[src/rar_pkg.sv]
// rar_pkg: shared types and constants for the rational arithmetic reduce unit
// holds the sequencer state type, action codes and the fixed result width
// no dependencies

package rar_pkg;

   localparam int RESULT_BITS = 33;

   typedef enum logic [1:0] {
      ACT_ADD = 2'd0,
      ACT_SUB = 2'd1,
      ACT_MUL = 2'd2,
      ACT_DIV = 2'd3
   } action_type;

   typedef enum logic [2:0] {
      ST_IDLE,
      ST_MUL,
      ST_SUM,
      ST_GCD,
      ST_DIV_N,
      ST_DIV_D
   } state_type;

   typedef enum logic [1:0] {
      MSTEP_T1 = 2'd0,
      MSTEP_T2 = 2'd1,
      MSTEP_DEN = 2'd2
   } mstep_type;

endpackage

[src/rational_arith_reduce_unit.sv]
// rational_arith_reduce_unit: add, subtract, multiply or divide two signed
// fractions and reduce the result by the gcd of numerator and denominator
// depends on rar_pkg
//
// - command channel: a transaction is taken at a rising edge with start high
//   and busy low; req_action selects add, subtract, multiply or divide
// - busy is high from the accepting edge until the result edge; commands
//   offered while busy are ignored
// - result channel: rsp_valid marks one cycle of rsp_result_num,
//   rsp_result_den and rsp_zero_den_error; the receiver cannot stall
// - busy drops with the rsp_valid edge, so the next command can be taken
//   while the previous result is on the ports
// - order: multiplier steps (cross terms, denominator), a combine step, the gcd
//   steps and a closing gcd check, then two restoring divisions of 2*OPERAND_BITS bits
// - binary gcd: every subtraction is followed by a shift and at most
//   4*OPERAND_BITS bits are shifted out, so at most 8*OPERAND_BITS steps
// - zero over zero skips both divisions; one transaction at a time
// - reset (synchronous, active high) returns the sequencer to idle and clears
//   the result strobe; no results are pending after reset

module rational_arith_reduce_unit #(
   parameter int OPERAND_BITS = 16
) (
   input  logic                              clock,
   input  logic                              reset,
   input  logic                              start,
   output logic                              busy,
   input  logic [1:0]                        req_action,
   input  logic signed [OPERAND_BITS-1:0]    req_left_num,
   input  logic signed [OPERAND_BITS-1:0]    req_left_den,
   input  logic signed [OPERAND_BITS-1:0]    req_right_num,
   input  logic signed [OPERAND_BITS-1:0]    req_right_den,
   output logic                              rsp_valid,
   output logic signed [rar_pkg::RESULT_BITS-1:0] rsp_result_num,
   output logic signed [rar_pkg::RESULT_BITS-1:0] rsp_result_den,
   output logic                              rsp_zero_den_error
);

   // magnitude width of products and sums
   localparam int MW = 2 * OPERAND_BITS;
   localparam int KW = $clog2(MW + 1);
   localparam int RW = rar_pkg::RESULT_BITS;
   localparam int XW = (MW > RW) ? MW : RW;

   // two's complement of a magnitude, reduced to the result width
   function automatic logic [RW-1:0] to_field(input logic neg, input logic [MW-1:0] mag);
      logic [XW-1:0] ext;
      begin
         ext = XW'(mag);
         if (neg) begin
            ext = ~ext + XW'(1);
         end
         to_field = ext[RW-1:0];
      end
   endfunction

   // operand sign and magnitude split
   function automatic logic [OPERAND_BITS-1:0] op_mag(input logic [OPERAND_BITS-1:0] raw);
      begin
         op_mag = raw[OPERAND_BITS-1] ? (~raw + OPERAND_BITS'(1)) : raw;
      end
   endfunction

   // sequencer state
   rar_pkg::state_type               state_ff, state_in;
   rar_pkg::mstep_type               step_ff, step_in;
   rar_pkg::action_type              act_ff, act_in;

   // operand magnitudes and signs
   logic [OPERAND_BITS-1:0]          ln_ff, ld_ff, rn_ff, rd_ff;
   logic [OPERAND_BITS-1:0]          ln_in, ld_in, rn_in, rd_in;
   logic                             lns_ff, lds_ff, rns_ff, rds_ff;
   logic                             lns_in, lds_in, rns_in, rds_in;

   // cross products and combined fraction
   logic [MW-1:0]                    t1_ff, t2_ff, t1_in, t2_in;
   logic                             t1s_ff, t2s_ff, t1s_in, t2s_in;
   logic [MW-1:0]                    n_ff, d_ff, n_in, d_in;
   logic                             ns_ff, ds_ff, ns_in, ds_in;

   // gcd and divider working registers
   logic [MW-1:0]                    a_ff, b_ff, a_in, b_in;
   logic [KW-1:0]                    k_ff, k_in;
   logic [MW-1:0]                    g_ff, g_in;
   logic [MW-1:0]                    rem_ff, rem_in;
   logic [MW-1:0]                    quo_ff, quo_in;
   logic [MW-1:0]                    qn_ff, qn_in;
   logic [KW-1:0]                    cnt_ff, cnt_in;

   // result registers
   logic                             vld_ff, vld_in;
   logic [RW-1:0]                    rnum_ff, rnum_in;
   logic [RW-1:0]                    rden_ff, rden_in;
   logic                             err_ff, err_in;

   // shared multiplier
   logic [OPERAND_BITS-1:0]          mul_x, mul_y;
   logic                             mul_sx, mul_sy;
   logic [MW-1:0]                    prod;
   logic                             prod_s;

   // shared compare/subtract unit
   logic [MW:0]                      sub_x, sub_y;
   logic [MW+1:0]                    sub_diff;
   logic                             sub_ge;

   // combine and divider helpers
   logic [MW-1:0]                    sum_mag;
   logic                             sum_s;
   logic [MW:0]                      rem_sh;
   logic [MW-1:0]                    rem_next;
   logic [MW-1:0]                    quo_next;
   logic                             t2s_eff;

   // multiplier operand select by step and action
   always_comb begin
      mul_x  = ln_ff;
      mul_sx = lns_ff;
      mul_y  = rd_ff;
      mul_sy = rds_ff;
      case (step_ff)
         rar_pkg::MSTEP_T1: begin
            mul_x  = ln_ff;
            mul_sx = lns_ff;
            if (act_ff == rar_pkg::ACT_MUL) begin
               mul_y  = rn_ff;
               mul_sy = rns_ff;
            end else begin
               mul_y  = rd_ff;
               mul_sy = rds_ff;
            end
         end
         rar_pkg::MSTEP_T2: begin
            mul_x  = ld_ff;
            mul_sx = lds_ff;
            mul_y  = rn_ff;
            mul_sy = rns_ff;
         end
         rar_pkg::MSTEP_DEN: begin
            mul_x  = ld_ff;
            mul_sx = lds_ff;
            if (act_ff == rar_pkg::ACT_DIV) begin
               mul_y  = rn_ff;
               mul_sy = rns_ff;
            end else begin
               mul_y  = rd_ff;
               mul_sy = rds_ff;
            end
         end
         default: begin
            mul_x  = ln_ff;
            mul_sx = lns_ff;
            mul_y  = rd_ff;
            mul_sy = rds_ff;
         end
      endcase
   end

   assign prod   = MW'(mul_x) * MW'(mul_y);
   assign prod_s = (prod != '0) && (mul_sx ^ mul_sy);

   // shared subtractor operands depend on the phase
   assign rem_sh = {rem_ff, quo_ff[MW-1]};

   always_comb begin
      case (state_ff)
         rar_pkg::ST_SUM: begin
            sub_x = {1'b0, t1_ff};
            sub_y = {1'b0, t2_ff};
         end
         rar_pkg::ST_GCD: begin
            sub_x = {1'b0, a_ff};
            sub_y = {1'b0, b_ff};
         end
         rar_pkg::ST_DIV_N, rar_pkg::ST_DIV_D: begin
            sub_x = rem_sh;
            sub_y = {1'b0, g_ff};
         end
         default: begin
            sub_x = {1'b0, a_ff};
            sub_y = {1'b0, b_ff};
         end
      endcase
   end

   assign sub_diff = {1'b0, sub_x} - {1'b0, sub_y};
   assign sub_ge   = ~sub_diff[MW+1];

   // subtract flips the sign of the second term
   assign t2s_eff = (act_ff == rar_pkg::ACT_SUB) ? ((t2_ff != '0) && !t2s_ff) : t2s_ff;

   // signed sum of the two numerator terms
   always_comb begin
      if (t1s_ff == t2s_eff) begin
         sum_mag = t1_ff + t2_ff;
         sum_s   = t1s_ff;
      end else if (sub_ge) begin
         sum_mag = sub_diff[MW-1:0];
         sum_s   = t1s_ff;
      end else begin
         sum_mag = ~sub_diff[MW-1:0] + MW'(1);
         sum_s   = t2s_eff;
      end
      if (sum_mag == '0) begin
         sum_s = 1'b0;
      end
   end

   // one restoring division step
   assign rem_next = sub_ge ? sub_diff[MW-1:0] : rem_sh[MW-1:0];
   assign quo_next = {quo_ff[MW-2:0], sub_ge};

   // state register
   always_ff @(posedge clock) begin
      if (reset) begin
         state_ff <= rar_pkg::ST_IDLE;
         vld_ff   <= 1'b0;
      end else begin
         state_ff <= state_in;
         vld_ff   <= vld_in;
      end
   end

   // datapath registers
   always_ff @(posedge clock) begin
      step_ff <= step_in;
      act_ff  <= act_in;
      ln_ff   <= ln_in;
      ld_ff   <= ld_in;
      rn_ff   <= rn_in;
      rd_ff   <= rd_in;
      lns_ff  <= lns_in;
      lds_ff  <= lds_in;
      rns_ff  <= rns_in;
      rds_ff  <= rds_in;
      t1_ff   <= t1_in;
      t2_ff   <= t2_in;
      t1s_ff  <= t1s_in;
      t2s_ff  <= t2s_in;
      n_ff    <= n_in;
      d_ff    <= d_in;
      ns_ff   <= ns_in;
      ds_ff   <= ds_in;
      a_ff    <= a_in;
      b_ff    <= b_in;
      k_ff    <= k_in;
      g_ff    <= g_in;
      rem_ff  <= rem_in;
      quo_ff  <= quo_in;
      qn_ff   <= qn_in;
      cnt_ff  <= cnt_in;
      rnum_ff <= rnum_in;
      rden_ff <= rden_in;
      err_ff  <= err_in;
   end

   // sequencer: next state and datapath control
   always_comb begin
      state_in = state_ff;
      step_in  = step_ff;
      act_in   = act_ff;
      ln_in    = ln_ff;
      ld_in    = ld_ff;
      rn_in    = rn_ff;
      rd_in    = rd_ff;
      lns_in   = lns_ff;
      lds_in   = lds_ff;
      rns_in   = rns_ff;
      rds_in   = rds_ff;
      t1_in    = t1_ff;
      t2_in    = t2_ff;
      t1s_in   = t1s_ff;
      t2s_in   = t2s_ff;
      n_in     = n_ff;
      d_in     = d_ff;
      ns_in    = ns_ff;
      ds_in    = ds_ff;
      a_in     = a_ff;
      b_in     = b_ff;
      k_in     = k_ff;
      g_in     = g_ff;
      rem_in   = rem_ff;
      quo_in   = quo_ff;
      qn_in    = qn_ff;
      cnt_in   = cnt_ff;
      vld_in   = 1'b0;
      rnum_in  = rnum_ff;
      rden_in  = rden_ff;
      err_in   = err_ff;

      case (state_ff)
         rar_pkg::ST_IDLE: begin
            if (start) begin
               act_in   = rar_pkg::action_type'(req_action);
               ln_in    = op_mag(req_left_num);
               ld_in    = op_mag(req_left_den);
               rn_in    = op_mag(req_right_num);
               rd_in    = op_mag(req_right_den);
               lns_in   = req_left_num[OPERAND_BITS-1];
               lds_in   = req_left_den[OPERAND_BITS-1];
               rns_in   = req_right_num[OPERAND_BITS-1];
               rds_in   = req_right_den[OPERAND_BITS-1];
               step_in  = rar_pkg::MSTEP_T1;
               state_in = rar_pkg::ST_MUL;
            end
         end

         rar_pkg::ST_MUL: begin
            case (step_ff)
               rar_pkg::MSTEP_T1: begin
                  t1_in   = prod;
                  t1s_in  = prod_s;
                  step_in = rar_pkg::MSTEP_T2;
               end
               rar_pkg::MSTEP_T2: begin
                  // only add and subtract use the second cross term
                  if (act_ff == rar_pkg::ACT_ADD || act_ff == rar_pkg::ACT_SUB) begin
                     t2_in  = prod;
                     t2s_in = prod_s;
                  end else begin
                     t2_in  = '0;
                     t2s_in = 1'b0;
                  end
                  step_in = rar_pkg::MSTEP_DEN;
               end
               default: begin
                  d_in     = prod;
                  ds_in    = prod_s;
                  state_in = rar_pkg::ST_SUM;
               end
            endcase
         end

         rar_pkg::ST_SUM: begin
            n_in     = sum_mag;
            ns_in    = sum_s;
            a_in     = sum_mag;
            b_in     = d_ff;
            k_in     = '0;
            state_in = rar_pkg::ST_GCD;
         end

         rar_pkg::ST_GCD: begin
            if (a_ff == '0 && b_ff == '0) begin
               // zero over zero
               rnum_in  = '0;
               rden_in  = '0;
               err_in   = 1'b1;
               vld_in   = 1'b1;
               state_in = rar_pkg::ST_IDLE;
            end else if (a_ff == '0 || b_ff == '0) begin
               g_in     = (a_ff | b_ff) << k_ff;
               rem_in   = '0;
               quo_in   = n_ff;
               cnt_in   = KW'(MW);
               state_in = rar_pkg::ST_DIV_N;
            end else if (!a_ff[0] && !b_ff[0]) begin
               a_in = a_ff >> 1;
               b_in = b_ff >> 1;
               k_in = k_ff + KW'(1);
            end else if (!a_ff[0]) begin
               a_in = a_ff >> 1;
            end else if (!b_ff[0]) begin
               b_in = b_ff >> 1;
            end else if (sub_ge) begin
               a_in = sub_diff[MW-1:0];
            end else begin
               b_in = ~sub_diff[MW-1:0] + MW'(1);
            end
         end

         rar_pkg::ST_DIV_N: begin
            rem_in = rem_next;
            quo_in = quo_next;
            cnt_in = cnt_ff - KW'(1);
            if (cnt_ff == KW'(1)) begin
               qn_in    = quo_next;
               rem_in   = '0;
               quo_in   = d_ff;
               cnt_in   = KW'(MW);
               state_in = rar_pkg::ST_DIV_D;
            end
         end

         rar_pkg::ST_DIV_D: begin
            rem_in = rem_next;
            quo_in = quo_next;
            cnt_in = cnt_ff - KW'(1);
            if (cnt_ff == KW'(1)) begin
               rnum_in  = to_field(ns_ff, qn_ff);
               rden_in  = to_field(ds_ff, quo_next);
               err_in   = (d_ff == '0);
               vld_in   = 1'b1;
               state_in = rar_pkg::ST_IDLE;
            end
         end

         default: begin
            state_in = rar_pkg::ST_IDLE;
         end
      endcase
   end

   assign busy               = (state_ff != rar_pkg::ST_IDLE);
   assign rsp_valid          = vld_ff;
   assign rsp_result_num     = rnum_ff;
   assign rsp_result_den     = rden_ff;
   assign rsp_zero_den_error = err_ff;

   // a command taken makes the unit busy
   a_start_busy: assert property (@(posedge clock) disable iff (reset)
      (start && !busy) |=> busy)
      else $error("command accepted but unit not busy");

   // the result strobe comes with the return to idle
   a_rsp_idle: assert property (@(posedge clock) disable iff (reset)
      rsp_valid |-> !busy)
      else $error("result strobe while busy");

   // a zero denominator always reports a zero reduced denominator
   a_err_den: assert property (@(posedge clock) disable iff (reset)
      (rsp_valid && rsp_zero_den_error) |-> (rsp_result_den == '0))
      else $error("error flag with nonzero denominator");

endmodule

[config.mk]
export PLATFORM = sky130hd
export DESIGN_NAME = rational_arith_reduce_unit
export DESIGN_NICKNAME = d
export VERILOG_FILES = /design/src/rar_pkg.sv /design/src/rational_arith_reduce_unit.sv
export SDC_FILE = /design/constraint.sdc
export NUM_CORES = 2
export LEC_CHECK = 0
export BUFFER_PORTS_ARGS = -buffer_cell sky130_fd_sc_hd__buf_2
export CAP_MARGIN = 10
export CORE_MARGIN = 8
export CORE_UTILIZATION = 50
export DETAILED_ROUTE_END_ITERATION = 8
export GPL_TIMING_DRIVEN = 0
export PLACE_DENSITY = 0.79
export SETUP_SLACK_MARGIN = 0.3
export SLEW_MARGIN = 10
export SYNTH_ARGS = -nofsm -noshare
export SYNTH_HDL_FRONTEND = slang
export SYNTH_SLANG_ARGS = --single-unit
[constraint.sdc]
create_clock -name clock -period 10.1 [get_ports clock]
set_clock_uncertainty 0.1 [all_clocks]
set_input_delay 0.505 -clock clock [delete_from_list [all_inputs] [get_ports clock]]
set_output_delay 0.505 -clock clock [all_outputs]
set_load 0.01 [all_outputs]
==> impl_metrics.toml <==
[sta]
period_minus_slack_ns = 9.57
timing_hold_violations_final = 0
relSlewSlack = 0.0354
fmax_mhz = 104
max_slew.worst_pin.slew_ns = 1.41
post-route-period-util = 0.948
rsz0062_at_grt = "true"
setup_viol = 0
whs_ns = 0.0451
finalMaxSlewViolations = 0

[route]
via_count = 33400
drtAntennaViolNets = 0
dr.pass1.iters = 8
wl_per_cell_microns = 30.7
first_iter_violations = 4098
detail_route.vias_per_cell = 6.53
drc = 0
finalWirelength_microns = 157000

[global_route]
grt_max_degree = 37
grt_use_total = 0.358
grt_pass1_vias = 32800
antenna_found_initial = 5
grt_overflow = 0
grt_pass1_wl_microns = 223000

[setup_path]
end_kind = "register"
slowest_stage = "nor3b_4"
cp_slowest_stage_delay_ns = 0.60
worst-path-max-fanout = 10
cp.required_ns = 10.39
crit_path_start_kind = "register"
regToRegStartpoint = "state_ff[1]"
crit_start = "state_ff[1]"
path_buf_inv = 8
critPathTopFamily = "simple AND/OR/NAND/NOR gates"
path_class = "reg -> reg"
arrival_ns = 9.86

[clock_tree]
cts-htree-levels = 2
clock-root-buffer = "clkbuf_16"
clkSinkCount = 479
cts_buffers = 54
clockBufferDepth = 3
clock_latency_ns = 0.66
path_clk_slew_ns = 0.06
cts_tree = "yes"

[synthesis]
synth_top_area_frac = 0.379
synth_seq_cells = 479
netlist_area_sq_um = 37600
yosysTopAreaCell = "edfxtp_1"
synth_warnings = 0
synth.area.top_cells = "edfxtp_1, fa_1, ha_1, nor2_1, nand2_1"
syn_nets = 4316
synthCells = 3867
seq_area_frac_synth = 0.381
synth-main-ff-cell = "edfxtp_1"
synth.distinct_cells = 102
ys_async_sr_fraction = 0
synth_edf_count = 475
syn_avg_cell_area_sq_um = 9.72

[die]
coreArea_sq_um = 74400
rows = 100
dieArea_sq_um = 84200
initial_core_util = 0.505
die_height_microns = 290
die_w_microns = 290
pin_count = 138

[min_path]
hold_class = "in -> reg"
hp-start = "req_left_den[0]"

[place]
dpl.hpwl_microns = 126000
io_buffers = 137
gp_congestion = 1.06

[finish]
fin_nets = 4545
area_growth_pct = 12.2
drive_gt1_frac = 0.100

[flow_run]
cap_violations = 0

[outcome]
status = "finished, final reports clean"
-- Yosys cell counts (26+ instances only) --
cell / instances
a21oi_1: 213
o21ai_0: 149
nor3_1: 83
ha_1: 184
o31ai_1: 47
nand4_1: 27
or4_1: 28
a21o_1: 46
nor4_1: 53
clkbuf_1: 164
nand3_1: 47
xor2_1: 100
fa_1: 196
a31oi_1: 37
inv_1: 330
xnor2_1: 125
nand2_1: 410
or3_1: 42
a222oi_1: 31
a22oi_1: 54
nand2b_1: 29
nor2b_1: 42
a211oi_1: 49
a22o_1: 45
and2_1: 26
nor2_1: 412
mux2i_1: 65
edfxtp_1: 475
-- cells in the final DEF (no fill, tap or decap), drive strengths merged, types with 25 or more instances in the layout --
| master | Yosys | layout |
|---|---|---|
| o211ai | 25 | 25 |
| edfxtp | 475 | 475 |
| a22o | 45 | 45 |
| o31ai | 47 | 47 |
| nor2b | 42 | 42 |
| inv | 331 | 342 |
| a21o | 46 | 46 |
| a22oi | 54 | 54 |
| a21oi | 215 | 215 |
| mux2i | 65 | 65 |
| and2 | 28 | 28 |
| ha | 184 | 184 |
| nor4 | 56 | 56 |
| nand4 | 28 | 28 |
| xnor2 | 126 | 126 |
| clkbuf | 164 | 221 |
| nor2 | 412 | 412 |
| nand2 | 411 | 411 |
| or3 | 42 | 42 |
| buf | 27 | 197 |
| xor2 | 100 | 100 |
| mux2 | 28 | 28 |
| a222oi | 31 | 31 |
| a211oi | 54 | 54 |
| or4 | 28 | 28 |
| a31oi | 37 | 37 |
| o21ai | 159 | 159 |
| fa | 196 | 196 |
| nor3 | 86 | 86 |
| nand3 | 48 | 48 |
| nand2b | 29 | 29 |
-- area by class of cell --
class / instances / area [sq um]
tap: 969 / 1210
clock buffer: 59 / 1370
timing repair buffer: 173 / 1180
clock inverter: 41 / 457
inverter: 332 / 1250
fill: 6518 / 32200
buffer: 191 / 793
sequential: 479 / 14300
multi-input combinational: 2865 / 21600
antenna: 5 / 12.5
-- stage by stage --
| step | util | cells | setup TNS (ns) | setup WS, ns | instance area, sq um |
|---|---|---|---|---|---|
| after global placement | 0.531 | 4973 | -200.04 | -2.84 | 39500 |
| final | 0.567 | 5114 | 0 | 0.528 | 42200 |
| after detailed placement | 0.537 | 4992 | -18.74 | -2.20 | 40000 |
| after CTS | 0.564 | 5098 | 0 | 0.266 | 42000 |
| after global routing | 0.567 | 5109 | 0 | 0.142 | 42200 |
| after floorplan | - | 3867 | 0 | 1.37 | 37600 |
-- path summary, 6_finish.rpt --
path	end	slack [ns]	cells past startpoint
max	rsp_result_den[30]	0.53	27
max reg2reg	rsp_result_den[30]	0.53	27
min reg2reg	qn_ff[13]	0.43	0
min	ld_ff[0]	0.05	1
-- what timing repair did --
item,CTS,global route
setup buffers,1,11
hold buffers,5,0
pin swaps,1,7
cloned,0,0
endpoints found under the hold margin,8,0
resized for setup,43,43
endpoints found under the setup margin,44,11
-- metal layers --
metal | vias to the layer above | global-route usage | routed length (microns)
met5 | - | 0 | 49
met4 | 8 | 0.221 | 11400
met3 | 476 | 0.0858 | 15800
met2 | 2084 | 0.564 | 70300
met1 | 16400 | 0.444 | 59300
li1 | 14400 | - | -
-- cell families after synthesis --
| kind of cell | count (synthesis) | synth area share |
|---|---|---|
| DFF | 479 | 0.381 |
| xor gates and xnor gates | 226 | 0.0528 |
| muxes | 93 | 0.0257 |
| AOI/OAI and AO/OA | 890 | 0.164 |
| adders and majority gates | 380 | 0.166 |
| and+or+nand+nor | 1276 | 0.158 |
| buffers and inverters | 523 | 0.0530 |
Power is not shown: default switching activity piles up to over one toggle a cycle in this logic, so the estimate is an artifact.
